===== config.mk =====
export PLATFORM = sky130hd
export DESIGN_NAME = modular_exponentiation_flat
export DESIGN_NICKNAME = d
export VERILOG_FILES = /design/src/sv/mexp_pkg.sv /design/src/sv/mexp_if.sv /design/src/sv/mexp_datapath.sv /design/src/sv/mexp_ctrl.sv /design/src/sv/modular_exponentiation.sv /design/src/flat_wrapper.sv
export SDC_FILE = /design/constraint.sdc
export NUM_CORES = 1
export LEC_CHECK = 0
export BUFFER_PORTS_ARGS = -buffer_cell sky130_fd_sc_hd__buf_2
export CORE_UTILIZATION = 25
export DETAILED_ROUTE_END_ITERATION = 16
export HOLD_SLACK_MARGIN = 0.02
export PLACE_DENSITY = 0.38
export SYNTH_ARGS = -nofsm -noshare
export SYNTH_HDL_FRONTEND = slang
export SYNTH_SLANG_ARGS = --single-unit

===== constraint.sdc =====
create_clock -name clk -period 18.2 [get_ports clk]
set_input_delay 2.73 -clock clk [delete_from_list [all_inputs] [get_ports clk]]
set_output_delay 2.73 -clock clk [all_outputs]
set_load 0.1 [all_outputs]

===== src/sv/mexp_pkg.sv =====
// Shared constants, types and command/status structs of the modular exponentiation block.
package mexp_pkg;

  localparam int OPERAND_BITS = 32;
  localparam int FIELD_BITS   = 32;
  localparam int CNT_BITS     = $clog2(OPERAND_BITS);

  typedef logic [OPERAND_BITS-1:0] opnd_t;
  typedef logic [FIELD_BITS-1:0]   field_t;
  typedef logic [CNT_BITS-1:0]     cnt_t;

  typedef enum logic [1:0] {
    MSEL_REDUCE = 2'd0,
    MSEL_ACC    = 2'd1,
    MSEL_SQR    = 2'd2
  } mul_sel_t;

  typedef enum logic {
    DST_BASE = 1'b0,
    DST_ACC  = 1'b1
  } mul_dst_t;

  typedef struct packed {
    logic     load;
    logic     mul_start;
    mul_sel_t mul_sel;
    logic     mul_step;
    mul_dst_t mul_dst;
    logic     acc_init;
    logic     acc_clear;
    logic     exp_shift;
    logic     out_load;
  } dp_cmd_t;

  typedef struct packed {
    logic n_zero;
    logic base_zero;
    logic exp_zero;
    logic exp_upper_zero;
    logic exp_lsb;
    logic mul_last;
  } dp_status_t;

endpackage


===== src/sv/mexp_if.sv =====
// Valid/ready channel interfaces for the input words and the result words.
interface mexp_in_if;
  logic                    valid;
  logic                    ready;
  mexp_pkg::field_t        base_value;
  mexp_pkg::field_t        exponent;

  modport source (output valid, output base_value, output exponent, input ready);
  modport sink (input valid, input base_value, input exponent, output ready);
endinterface

interface mexp_out_if;
  logic                    valid;
  logic                    ready;
  mexp_pkg::field_t        power_mod;

  modport source (output valid, output power_mod, input ready);
  modport sink (input valid, input power_mod, output ready);
endinterface


===== src/sv/mexp_datapath.sv =====
// Datapath: modulus register, operand registers and the bit-serial modular multiplier.
module mexp_datapath (
  input  logic                  clk,
  input  logic                  rst_n,
  input  mexp_pkg::dp_cmd_t     cmd,
  output mexp_pkg::dp_status_t  status,
  input  mexp_pkg::field_t      in_base_value,
  input  mexp_pkg::field_t      in_exponent,
  input  logic                  cfg_wr_en,
  input  mexp_pkg::field_t      cfg_wr_data,
  output mexp_pkg::field_t      out_power_mod,
  output mexp_pkg::opnd_t       modulus_eff
);
  import mexp_pkg::*;

  field_t modulus_r;
  opnd_t  n;
  opnd_t  base_r;
  opnd_t  exp_r;
  opnd_t  acc_r;
  opnd_t  mx_r;
  opnd_t  my_r;
  opnd_t  prod_r;
  cnt_t   cnt_r;
  field_t out_data_r;

  logic [OPERAND_BITS:0] dbl_w;
  logic [OPERAND_BITS:0] sum_w;
  logic [OPERAND_BITS:0] n_ext;
  opnd_t                 dbl_red;
  opnd_t                 add_red;
  opnd_t                 step_val;

  assign n     = OPERAND_BITS'(modulus_r);
  assign n_ext = {1'b0, n};

  // One multiplier bit per cycle: double modulo n, then add x modulo n when the bit is set.
  // Both sums stay below twice the modulus, so one conditional subtract suffices.
  always_comb begin
    dbl_w    = {prod_r, 1'b0};
    dbl_red  = (dbl_w >= n_ext) ? OPERAND_BITS'(dbl_w - n_ext) : OPERAND_BITS'(dbl_w);
    sum_w    = {1'b0, dbl_red} + {1'b0, mx_r};
    add_red  = (sum_w >= n_ext) ? OPERAND_BITS'(sum_w - n_ext) : OPERAND_BITS'(sum_w);
    step_val = my_r[OPERAND_BITS-1] ? add_red : dbl_red;
  end

  always_ff @(posedge clk) begin
    if (!rst_n) begin
      modulus_r <= FIELD_BITS'(1);
    end else if (cfg_wr_en) begin
      modulus_r <= cfg_wr_data;
    end
  end

  always_ff @(posedge clk) begin
    if (cmd.load) begin
      base_r <= OPERAND_BITS'(in_base_value);
      exp_r  <= OPERAND_BITS'(in_exponent);
    end
    if (cmd.mul_start) begin
      case (cmd.mul_sel)
        MSEL_REDUCE: mx_r <= OPERAND_BITS'(1);
        MSEL_ACC:    mx_r <= acc_r;
        default:     mx_r <= base_r;
      endcase
      my_r   <= base_r;
      prod_r <= '0;
      cnt_r  <= CNT_BITS'(OPERAND_BITS - 1);
    end
    if (cmd.mul_step) begin
      prod_r <= step_val;
      my_r   <= my_r << 1;
      cnt_r  <= cnt_r - CNT_BITS'(1);
      if (cnt_r == '0) begin
        if (cmd.mul_dst == DST_ACC) begin
          acc_r <= step_val;
        end else begin
          base_r <= step_val;
        end
      end
    end
    if (cmd.acc_init) begin
      acc_r <= (n == OPERAND_BITS'(1)) ? '0 : OPERAND_BITS'(1);
    end
    if (cmd.acc_clear) begin
      acc_r <= '0;
    end
    if (cmd.exp_shift) begin
      exp_r <= exp_r >> 1;
    end
    if (cmd.out_load) begin
      out_data_r <= FIELD_BITS'(acc_r);
    end
  end

  assign status.n_zero         = (n == '0);
  assign status.base_zero      = (base_r == '0);
  assign status.exp_zero       = (exp_r == '0);
  assign status.exp_upper_zero = ((exp_r >> 1) == '0);
  assign status.exp_lsb        = exp_r[0];
  assign status.mul_last       = (cnt_r == '0);

  assign out_power_mod = out_data_r;
  assign modulus_eff   = n;

endmodule


===== src/sv/mexp_ctrl.sv =====
// Controller: sequences reduction, square-and-multiply steps and the result register.
module mexp_ctrl (
  input  logic                  clk,
  input  logic                  rst_n,
  input  logic                  in_valid,
  output logic                  in_ready,
  output logic                  out_valid,
  input  logic                  out_ready,
  input  mexp_pkg::dp_status_t  status,
  output mexp_pkg::dp_cmd_t     cmd
);
  import mexp_pkg::*;

  typedef enum logic [8:0] {
    S_IDLE  = 9'b000000001,
    S_PREP  = 9'b000000010,
    S_RED   = 9'b000000100,
    S_BCHK  = 9'b000001000,
    S_LOOP  = 9'b000010000,
    S_MACC  = 9'b000100000,
    S_SHIFT = 9'b001000000,
    S_MSQR  = 9'b010000000,
    S_DONE  = 9'b100000000
  } state_t;

  state_t state_r;
  state_t state_nxt;
  logic   out_valid_r;
  logic   out_valid_nxt;

  always_comb begin
    state_nxt = state_r;
    cmd       = '0;
    in_ready  = 1'b0;
    case (state_r)
      S_IDLE: begin
        in_ready = 1'b1;
        if (in_valid) begin
          cmd.load  = 1'b1;
          state_nxt = S_PREP;
        end
      end
      S_PREP: begin
        if (status.n_zero) begin
          cmd.acc_clear = 1'b1;
          state_nxt     = S_DONE;
        end else begin
          cmd.mul_start = 1'b1;
          cmd.mul_sel   = MSEL_REDUCE;
          state_nxt     = S_RED;
        end
      end
      S_RED: begin
        cmd.mul_step = 1'b1;
        cmd.mul_dst  = DST_BASE;
        if (status.mul_last) begin
          state_nxt = S_BCHK;
        end
      end
      S_BCHK: begin
        // A base that reduces to zero gives zero even for a zero exponent.
        if (status.base_zero) begin
          cmd.acc_clear = 1'b1;
          state_nxt     = S_DONE;
        end else begin
          cmd.acc_init = 1'b1;
          state_nxt    = S_LOOP;
        end
      end
      S_LOOP: begin
        if (status.exp_zero) begin
          state_nxt = S_DONE;
        end else if (status.exp_lsb) begin
          cmd.mul_start = 1'b1;
          cmd.mul_sel   = MSEL_ACC;
          state_nxt     = S_MACC;
        end else begin
          state_nxt = S_SHIFT;
        end
      end
      S_MACC: begin
        cmd.mul_step = 1'b1;
        cmd.mul_dst  = DST_ACC;
        if (status.mul_last) begin
          state_nxt = S_SHIFT;
        end
      end
      S_SHIFT: begin
        cmd.exp_shift = 1'b1;
        // The squaring after the last exponent bit would not be used, so it is skipped.
        if (status.exp_upper_zero) begin
          state_nxt = S_DONE;
        end else begin
          cmd.mul_start = 1'b1;
          cmd.mul_sel   = MSEL_SQR;
          state_nxt     = S_MSQR;
        end
      end
      S_MSQR: begin
        cmd.mul_step = 1'b1;
        cmd.mul_dst  = DST_BASE;
        if (status.mul_last) begin
          state_nxt = S_LOOP;
        end
      end
      S_DONE: begin
        if (!out_valid_r || out_ready) begin
          cmd.out_load = 1'b1;
          state_nxt    = S_IDLE;
        end
      end
      default: begin
        state_nxt = S_IDLE;
      end
    endcase
  end

  always_comb begin
    out_valid_nxt = out_valid_r;
    if (cmd.out_load) begin
      out_valid_nxt = 1'b1;
    end else if (out_ready) begin
      out_valid_nxt = 1'b0;
    end
  end

  always_ff @(posedge clk) begin
    if (!rst_n) begin
      state_r     <= S_IDLE;
      out_valid_r <= 1'b0;
    end else begin
      state_r     <= state_nxt;
      out_valid_r <= out_valid_nxt;
    end
  end

  assign out_valid = out_valid_r;

endmodule


===== src/sv/modular_exponentiation.sv =====
// Top level of the modular exponentiation block: base^exponent mod modulus.
//
// Usage: a word on the input channel carries base_value and exponent; the
// block returns one word on the result channel with power_mod, the base raised
// to the exponent modulo the modulus register, by right-to-left binary
// square-and-multiply. The modulus resets to one and must be written by the
// user via cfg_wr_en/cfg_wr_data while the block is idle; this is not enforced.
//
// Multiplier: each modular product is formed by a shift-and-add multiplier that
// handles one multiplier bit per cycle. Each accepted word goes through the
// base reduction and the checks, then a multiply into the accumulator for each
// set exponent bit and a squaring of the base for each exponent bit below the
// top one. The multiplier is shared, so one item is in work at a time.
//
// The result sits in an output register; the next word is accepted while it
// waits. If the receiver stalls, the finished next result waits in the
// controller until the register frees. Reset empties the channel and sets the
// modulus to one.
module modular_exponentiation (
  input  logic              clk,
  input  logic              rst_n,
  mexp_in_if.sink           in_ch,
  mexp_out_if.source        out_ch,
  input  logic              cfg_wr_en,
  input  mexp_pkg::field_t  cfg_wr_data
);
  import mexp_pkg::*;

  dp_cmd_t    cmd;
  dp_status_t status;
  opnd_t      modulus_eff;

  mexp_ctrl u_ctrl (
    .clk       (clk),
    .rst_n     (rst_n),
    .in_valid  (in_ch.valid),
    .in_ready  (in_ch.ready),
    .out_valid (out_ch.valid),
    .out_ready (out_ch.ready),
    .status    (status),
    .cmd       (cmd)
  );

  mexp_datapath u_datapath (
    .clk           (clk),
    .rst_n         (rst_n),
    .cmd           (cmd),
    .status        (status),
    .in_base_value (in_ch.base_value),
    .in_exponent   (in_ch.exponent),
    .cfg_wr_en     (cfg_wr_en),
    .cfg_wr_data   (cfg_wr_data),
    .out_power_mod (out_ch.power_mod),
    .modulus_eff   (modulus_eff)
  );

  // A shown result is always reduced below a nonzero modulus.
  a_result_reduced: assert property (@(posedge clk) disable iff (!rst_n)
    out_ch.valid && (modulus_eff != '0) |-> (OPERAND_BITS'(out_ch.power_mod) < modulus_eff))
    else $error("result not below modulus");

  // Once a word is taken the block is busy with it.
  a_busy_after_accept: assert property (@(posedge clk) disable iff (!rst_n)
    in_ch.valid && in_ch.ready |=> !in_ch.ready)
    else $error("input accepted while busy");

  // A new result only appears after the block was busy finishing it.
  a_result_from_work: assert property (@(posedge clk) disable iff (!rst_n)
    $rose(out_ch.valid) |-> $past(!in_ch.ready))
    else $error("result appeared from idle");

endmodule

===== src/flat_wrapper.sv =====
// flat-port wrapper written by rule: the top's interface ports become plain ports
module modular_exponentiation_flat import mexp_pkg::*;
  (clk, rst_n, cfg_wr_en, cfg_wr_data, in_ch_valid, in_ch_base_value, in_ch_exponent, in_ch_ready, out_ch_valid, out_ch_power_mod, out_ch_ready);
  mexp_in_if in_ch_i ();
  mexp_out_if out_ch_i ();
  input  logic clk;
  input  logic rst_n;
  input  logic cfg_wr_en;
  input  mexp_pkg::field_t cfg_wr_data;
  input wire logic [$bits(in_ch_i.valid)-1:0] in_ch_valid;
  input wire logic [$bits(in_ch_i.base_value)-1:0] in_ch_base_value;
  input wire logic [$bits(in_ch_i.exponent)-1:0] in_ch_exponent;
  output wire logic [$bits(in_ch_i.ready)-1:0] in_ch_ready;
  output wire logic [$bits(out_ch_i.valid)-1:0] out_ch_valid;
  output wire logic [$bits(out_ch_i.power_mod)-1:0] out_ch_power_mod;
  input wire logic [$bits(out_ch_i.ready)-1:0] out_ch_ready;
  assign in_ch_i.valid = in_ch_valid;
  assign in_ch_i.base_value = in_ch_base_value;
  assign in_ch_i.exponent = in_ch_exponent;
  assign in_ch_ready = in_ch_i.ready;
  assign out_ch_valid = out_ch_i.valid;
  assign out_ch_power_mod = out_ch_i.power_mod;
  assign out_ch_i.ready = out_ch_ready;
  modular_exponentiation u_core (.clk(clk), .rst_n(rst_n), .in_ch(in_ch_i), .out_ch(out_ch_i), .cfg_wr_en(cfg_wr_en), .cfg_wr_data(cfg_wr_data));
endmodule

Word-level counts from Yosys, hierarchy flattened
Cells that the tools add are included.
{"block": "word_totals", "ff_bits": 271, "latch_bits": 0, "ram_bits": 0, "mem_bits_ro": 0, "in_bits": 101, "word_cells": 103, "mem_count": 0}
{"block": "classes", "addsub": 4, "mul": 0, "div_mod_pow": 0, "order_cmp": 2, "n_eq_ne": 16, "shift": 0, "n_mux": 51, "n_bitwise": 0, "reduce_logical": 17}
{"cell": "two-way mux 32 bit", "count": 15}
{"cell": "logical NOT 32 bit", "count": 4}
{"cell": "two-way mux 9 bit", "count": 9}
{"cell": "case mux 9 bit (9 select lines)", "count": 1}
{"cell": ">= comparator 33 x 32 -> 1 bit", "count": 2}
{"cell": "case mux 32 bit (2 select lines)", "count": 1}
{"cell": "subtractor 32 bit", "count": 2}
{"cell": "two-way mux 31 bit", "count": 2}
{"cell": "adder 32 x 32 -> 33 bit", "count": 1}
{"cell": "== test 32 x 1 -> 1 bit (second input constant)", "count": 1}
{"cell": "two-way mux 1 bit", "count": 13}
{"cell": "two-way mux 3 bit", "count": 4}
{"cell": "nonzero test 2 bit", "count": 6}
{"cell": "two-way mux 5 bit", "count": 2}
{"cell": "== test 9 x 1 -> 1 bit (second input constant)", "count": 1}
{"cell": "== test 9 x 2 -> 1 bit (second input constant)", "count": 1}
{"cell": "== test 9 x 3 -> 1 bit (second input constant)", "count": 1}
{"cell": "== test 9 x 4 -> 1 bit (second input constant)", "count": 1}
{"cell": "== test 9 x 5 -> 1 bit (second input constant)", "count": 1}
{"cell": "== test 9 x 6 -> 1 bit (second input constant)", "count": 1}
{"cell": "== test 9 x 7 -> 1 bit (second input constant)", "count": 1}
{"cell": "== test 9 x 8 -> 1 bit (second input constant)", "count": 1}
{"cell": "== test 9 bit (second input constant)", "count": 1}
{"cell": "case mux 3 bit (3 select lines)", "count": 1}
{"cell": "other kinds (14)", "count": 17}

Longest topological paths before layout
{"block": "logic_depth", "depth_word": 10, "depth_mapped": 36}

Modules after synthesis
A second synthesis with hierarchy kept.
{"block": "unflattened", "hier_cells": 1949, "hier_area_um2": 18188.7}
{"module": "mexp_datapath", "n_inst": 1, "cells_per_inst": 1862, "area_per_inst_um2": 17461.7}
{"module": "mexp_ctrl", "n_inst": 1, "cells_per_inst": 87, "area_per_inst_um2": 726.9}

Least setup slack after synthesis
OpenSTA, ideal clock, no wires.
{"block": "synth_timing", "path_type": "reg-to-reg", "start": "register u_core.u_datapath.prod_r[9]", "end": "register u_core.u_datapath.prod_r[26], data pin", "t_arrival_ns": 7.141, "required_time_ns": 17.933, "setup_slack_ns": 10.792, "path_stages_with_launch": 32, "path_buffers": 4, "cell_sequence": "edfxtp_1 ha_1 a21oi_1 o211ai_1 a221o_1 o211a_2 o21a_1 nor2_2 clkbuf_1 clkbuf_1 a21o_1 ha_1 a21o_1 or3_4 o2111a_2 o211a_4 o211ai_2 a21oi_1 or3_1 and2_1 ha_1 nand2_1 o21ai_0 a211oi_1 o2111ai_1 o21ai_1 or3b_1 buf_2 buf_6 and3_1 a211oi_1 nor3_1"}
{"block": "synth_between", "elab_chain_cells": 7, "word_cells_on_any_way": 9, "cone_classes": "add/sub (3); order compare (2); mux (4)"}
{"item": "from (decl)", "line_no": "mexp_datapath.sv:23", "rtl": "opnd_t prod_r;"}
{"item": "from (signal assigned)", "line_no": "mexp_datapath.sv:71", "rtl": "prod_r <= step_val;"}
{"item": "subtractor 32 bit or >= comparator 33 x 32 -> 1 bit (tied branches)", "line_no": "mexp_datapath.sv:41", "rtl": "dbl_red = (dbl_w >= n_ext) ? OPERAND_BITS'(dbl_w - n_ext) : OPERAND_BITS'(dbl_w);"}
{"item": "two-way mux 32 bit (*)", "line_no": "mexp_datapath.sv:41"}
{"item": "adder 32 x 32 -> 33 bit", "line_no": "mexp_datapath.sv:42", "rtl": "sum_w = {1'b0, dbl_red} + {1'b0, mx_r};"}
{"item": "subtractor 32 bit or >= comparator 33 x 32 -> 1 bit (tied branches)", "line_no": "mexp_datapath.sv:43", "rtl": "add_red = (sum_w >= n_ext) ? OPERAND_BITS'(sum_w - n_ext) : OPERAND_BITS'(sum_w);"}
{"item": "two-way mux 32 bit", "line_no": "mexp_datapath.sv:43"}
{"item": "two-way mux 32 bit (*)", "line_no": "mexp_datapath.sv:44", "rtl": "step_val = my_r[OPERAND_BITS-1] ? add_red : dbl_red;"}
{"item": "two-way mux 32 bit (*)", "line_no": "mexp_datapath.sv:70", "rtl": "if (cmd.mul_step) begin"}
Every way passes the cells marked *; elsewhere a longest branch is shown, timed or not.
A chain may end at the register's enable or synchronous reset.

Worst setup path after layout
{"block": "layout_timing", "start": "register u_core.u_datapath.prod_r[3]", "end": "register u_core.u_datapath.prod_r[23], data pin"}
The elaborated chain is that of the path after synthesis.

==> flow_metrics.env <==
export IMPL_max_cap_viol_count=0
export IMPL_finClkSkew_ps=31.6
export IMPL_drt_iter0_drc=1265
export IMPL_yosysWarnings=0
export IMPL_grt_pass1_vias=14900
export IMPL_path_clk_slew_ps=60
export IMPL_min_period_ps=10700
export IMPL_worstMarginPinSlew_ps=1380
export IMPL_drive_gt1_frac=0.148
export IMPL_critPathKind="register to register"
export IMPL_antenna_found_initial=0
export IMPL_coreArea_mm2=0.0691
export IMPL_cts_buffers=36
export IMPL_worst_setup_path_end_kind="register"
export IMPL_vias=15300
export IMPL_preCtsSetupSlack_ps=7640
export IMPL_insertion_delay_ps=570
export IMPL_final_max_slew_viol_count=0
export IMPL_first_pass_iters=5
export IMPL_finalHoldViolations=0
export IMPL_ys_types=84
export IMPL_nFillCells=7282
export IMPL_htree_levels=2
export IMPL_wl_per_cell_um=23.5
export IMPL_syn_area_mm2=0.0176
export IMPL_maxSlewHeadroom=0.0588
export IMPL_grt_max_degree=58
export IMPL_grt_usage=0.190
export IMPL_cts_repair_resized=0
export IMPL_slowest_stage="a2111oi_0"
export IMPL_dp_hpwl_um=52600
export IMPL_startpoint_type="register"
export IMPL_grt_pass1_wl_um=100000
export IMPL_yosysSeqAreaShare=0.401
export IMPL_synth_nets=2072
export IMPL_grt_overflow=0
export IMPL_routed_wl_um=68700
export IMPL_dieWidth_um=267
export IMPL_place_congestion=0.882
export IMPL_p_per_area_mw_per_mm2=114
export IMPL_grt_met1_usage=0.290
export IMPL_rsz0062_at_grt="no"
export IMPL_tritoncts="built"
export IMPL_synthTopCellsByArea="edfxtp_1 (28%), dfxtp_1 (12%), ha_1 (6.9%)"
export IMPL_cts_root_buffer="clkbuf_16"
export IMPL_port_buffers=134
export IMPL_synth_area_leader_cell="edfxtp_1"
export IMPL_worstReg2RegStart="u_core.u_datapath.prod_r[3]"
export IMPL_ant_nets=0
export IMPL_io_pins=135
export IMPL_cts_sinks=271
export IMPL_setup_violations=0
export IMPL_met2_usage=0.280
export IMPL_vdd_drop_max_mv=0.0599
export IMPL_r2r_setup_slack_ps=7500
export IMPL_r2r_end="u_core.u_datapath.prod_r[23]"
export IMPL_initial_core_util=0.255
export IMPL_endpoint="u_core.u_datapath.prod_r[23]"
export IMPL_power_leakage_uw=0.00798
export IMPL_hp_class="register to register"
export IMPL_critPathLaunch="u_core.u_datapath.prod_r[3]"
export IMPL_finalCritPeriodShare=0.588
export IMPL_setup_ws_ps=7500
export IMPL_die_area_mm2=0.0714
export IMPL_synth_edf_count=163
export IMPL_drc=0
export IMPL_syn_avg_cell_area_um2=9.40
export IMPL_ys_ff_latch=271
export IMPL_synthArstFlopShare=0
export IMPL_cts_max_path_buffers=3
export IMPL_std_cell_rows=96
export IMPL_fmax_ghz=0.0935
export IMPL_area_growth_pct=16.2
export IMPL_synth_ff_type="edfxtp_1"
export IMPL_grt_most_used_layer="met1"
export IMPL_ctsHoldBuffers=0
export IMPL_cp_max_fo=24
export IMPL_ff2ff_path_depth=28
export IMPL_required_ps=18470
export IMPL_dpl_instance_area_mm2=0.0192
export IMPL_final_cell_area_mm2=0.0204
export IMPL_die_y_um=267
export IMPL_postSynthCellCount=1871
export IMPL_vias_per_cell=5.24
export IMPL_use_met3=0.0285
export IMPL_status="finished clean"
export IMPL_fin_nets=2159
export IMPL_setup_tns_ps=0
export IMPL_cpPeakStageDelay_ps=1210
export IMPL_cts_setup_buffers=0
export IMPL_critical_path_arrival_ps=10970
export IMPL_yosysTopAreaCellShare=0.278
-- sequential cells by signal, indices dropped and copies added (netlist names) --
| name | flops |
|---|---|
| u_core.u_ctrl.state_r | 9 |
| u_core.u_datapath.out_power_mod | 32 |
| u_core.u_datapath.base_r | 32 |
| u_core.u_datapath.prod_r | 32 |
| u_core.u_datapath.exp_r | 32 |
| u_core.u_datapath.modulus_eff | 32 |
| u_core.u_ctrl.out_valid | 1 |
| u_core.u_datapath.cnt_r | 5 |
| u_core.u_datapath.acc_r | 32 |
| u_core.u_datapath.mx_r | 32 |
| u_core.u_datapath.my_r | 32 |
-- final cells by class --
class | count | area (µm²) | share of cell area
Antenna cell | 1 | 2.50 | 0.000122
Clock buffer | 51 | 1040 | 0.0508
Sequential cell | 271 | 7060 | 0.345
Inverter | 72 | 270 | 0.0132
Timing Repair Buffer | 154 | 821 | 0.0402
Multi-Input combinational cell | 1423 | 9890 | 0.484
Tap cell | 931 | 1160 | 0.0570
Clock inverter | 15 | 194 | 0.00949
-- how the worst min path moves through the flow --
stage	startpoint	to	slack, ps	depth (start not counted)
final	u_core.u_datapath.acc_r[23]	u_core.u_datapath.out_power_mod[23]	470	0
after global routing	u_core.u_datapath.acc_r[23]	u_core.u_datapath.acc_r[23]	490	2
after CTS	u_core.u_datapath.acc_r[23]	u_core.u_datapath.out_power_mod[23]	480	0
after detailed placement	u_core.u_datapath.acc_r[12]	u_core.u_datapath.out_power_mod[12]	460	0
after global placement	u_core.u_datapath.acc_r[23]	u_core.u_datapath.out_power_mod[23]	460	0
after floorplan	u_core.u_datapath.acc_r[0]	u_core.u_datapath.out_power_mod[0]	430	0
-- per-stage QoR --
| stage | cells | power, µW | hold slack [ps] | util |
|---|---|---|---|---|
| after floorplan | 1871 | 1300 | 431 | - |
| after global placement | 2851 | 1590 | 464 | 0.278 |
| after detailed placement | 2851 | 1580 | 458 | 0.278 |
| after CTS | 2917 | 2340 | 476 | 0.296 |
| after global routing | 2917 | 2440 | 492 | 0.296 |
| final | 2918 | 2330 | 468 | 0.296 |
-- cell usage in the layout (no fill, tap or decap), types with 7 or more instances in the layout --
cell       synthesis  routed
buf_4              1      20
nor4_1            29      28
o211ai_1          16      16
mux2i_1           63      63
nor2b_1           11      10
ha_1              97      97
nor2_1           164     162
a211oi_1          31      31
or3_1              9       9
a21oi_1          119     117
or2_2              7       7
xnor2_1           50      50
a21o_1            71      71
clkbuf_16          0      37
nand2b_1          10      10
nand3_1           52      51
nand4_1           29      29
o21bai_1          12      12
inv_1             72      72
nand2_1          116     114
clkbuf_1          89       8
mux2_2            47      47
nand3b_1           7       7
a31oi_1           38      38
and2_1            32      32
a211o_1            8       8
buf_2              8     134
xor2_1            20      20
o31ai_1           19      19
o21ai_0           64      64
edfxtp_1         163     163
nor3_1            41      40
dfxtp_1          108     108
o21a_1            14      14
a22o_1            78      78
o21ai_1           41      41
o22ai_1            8       8
and3_1            19      18
-- cell usage after synthesis (all sizes together) (10+ instances only) --
| library cell | number |
|---|---|
| a211oi | 31 |
| nor2b | 11 |
| nand2 | 117 |
| nor3 | 41 |
| o31ai | 19 |
| a21oi | 119 |
| o21a | 14 |
| a21o | 72 |
| inv | 72 |
| nor2 | 165 |
| clkbuf | 89 |
| ha | 97 |
| buf | 16 |
| and2 | 32 |
| nand3 | 52 |
| and3 | 19 |
| a22o | 78 |
| mux2 | 47 |
| edfxtp | 163 |
| o21bai | 12 |
| xnor2 | 50 |
| mux2i | 63 |
| nand2b | 10 |
| nor4 | 29 |
| nand4 | 29 |
| a31oi | 38 |
| xor2 | 20 |
| dfxtp | 108 |
| o21ai | 105 |
| o211ai | 17 |
| or3 | 10 |
-- cells by family (layout without fill, tap and decap cells) --
family	count (synthesis)	after routing	share of synthesized area
compound gates	596	596	0.235
simple gates	547	547	0.151
flops	271	271	0.401
buf+inv	177	292	0.0394
mux	110	110	0.0660
fa+ha+maj	100	100	0.0724
xor+xnor	70	70	0.0349
other cells	0	1	0
-- routing by layer --
layer  routed length, µm  vias to the layer above
met5                   0                        -
met4                1050                        0
met3                3800                       58
met2               28900                      409
met1               35000                     7539
li1                    -                     7284
-- power breakdown --
part,switching [µW],internal [µW],total [µW]
Clock,303,444,747
Combinational,564,295,860
Sequential,37.9,686,724
Total,905,1430,2330
-- critical path: cells and delay by family, from the launching register on --
| family | cells | cell delay, ps |
|---|---|---|
| AOI/OAI and AO/OA | 18 | 6370 |
| adders and majority gates | 3 | 1060 |
| buffers and inverters | 1 | 250 |
| DFF | 1 | 450 |
| and+or+nand+nor | 6 | 2200 |
No activity file was read; power rests on OpenSTA's default activity.
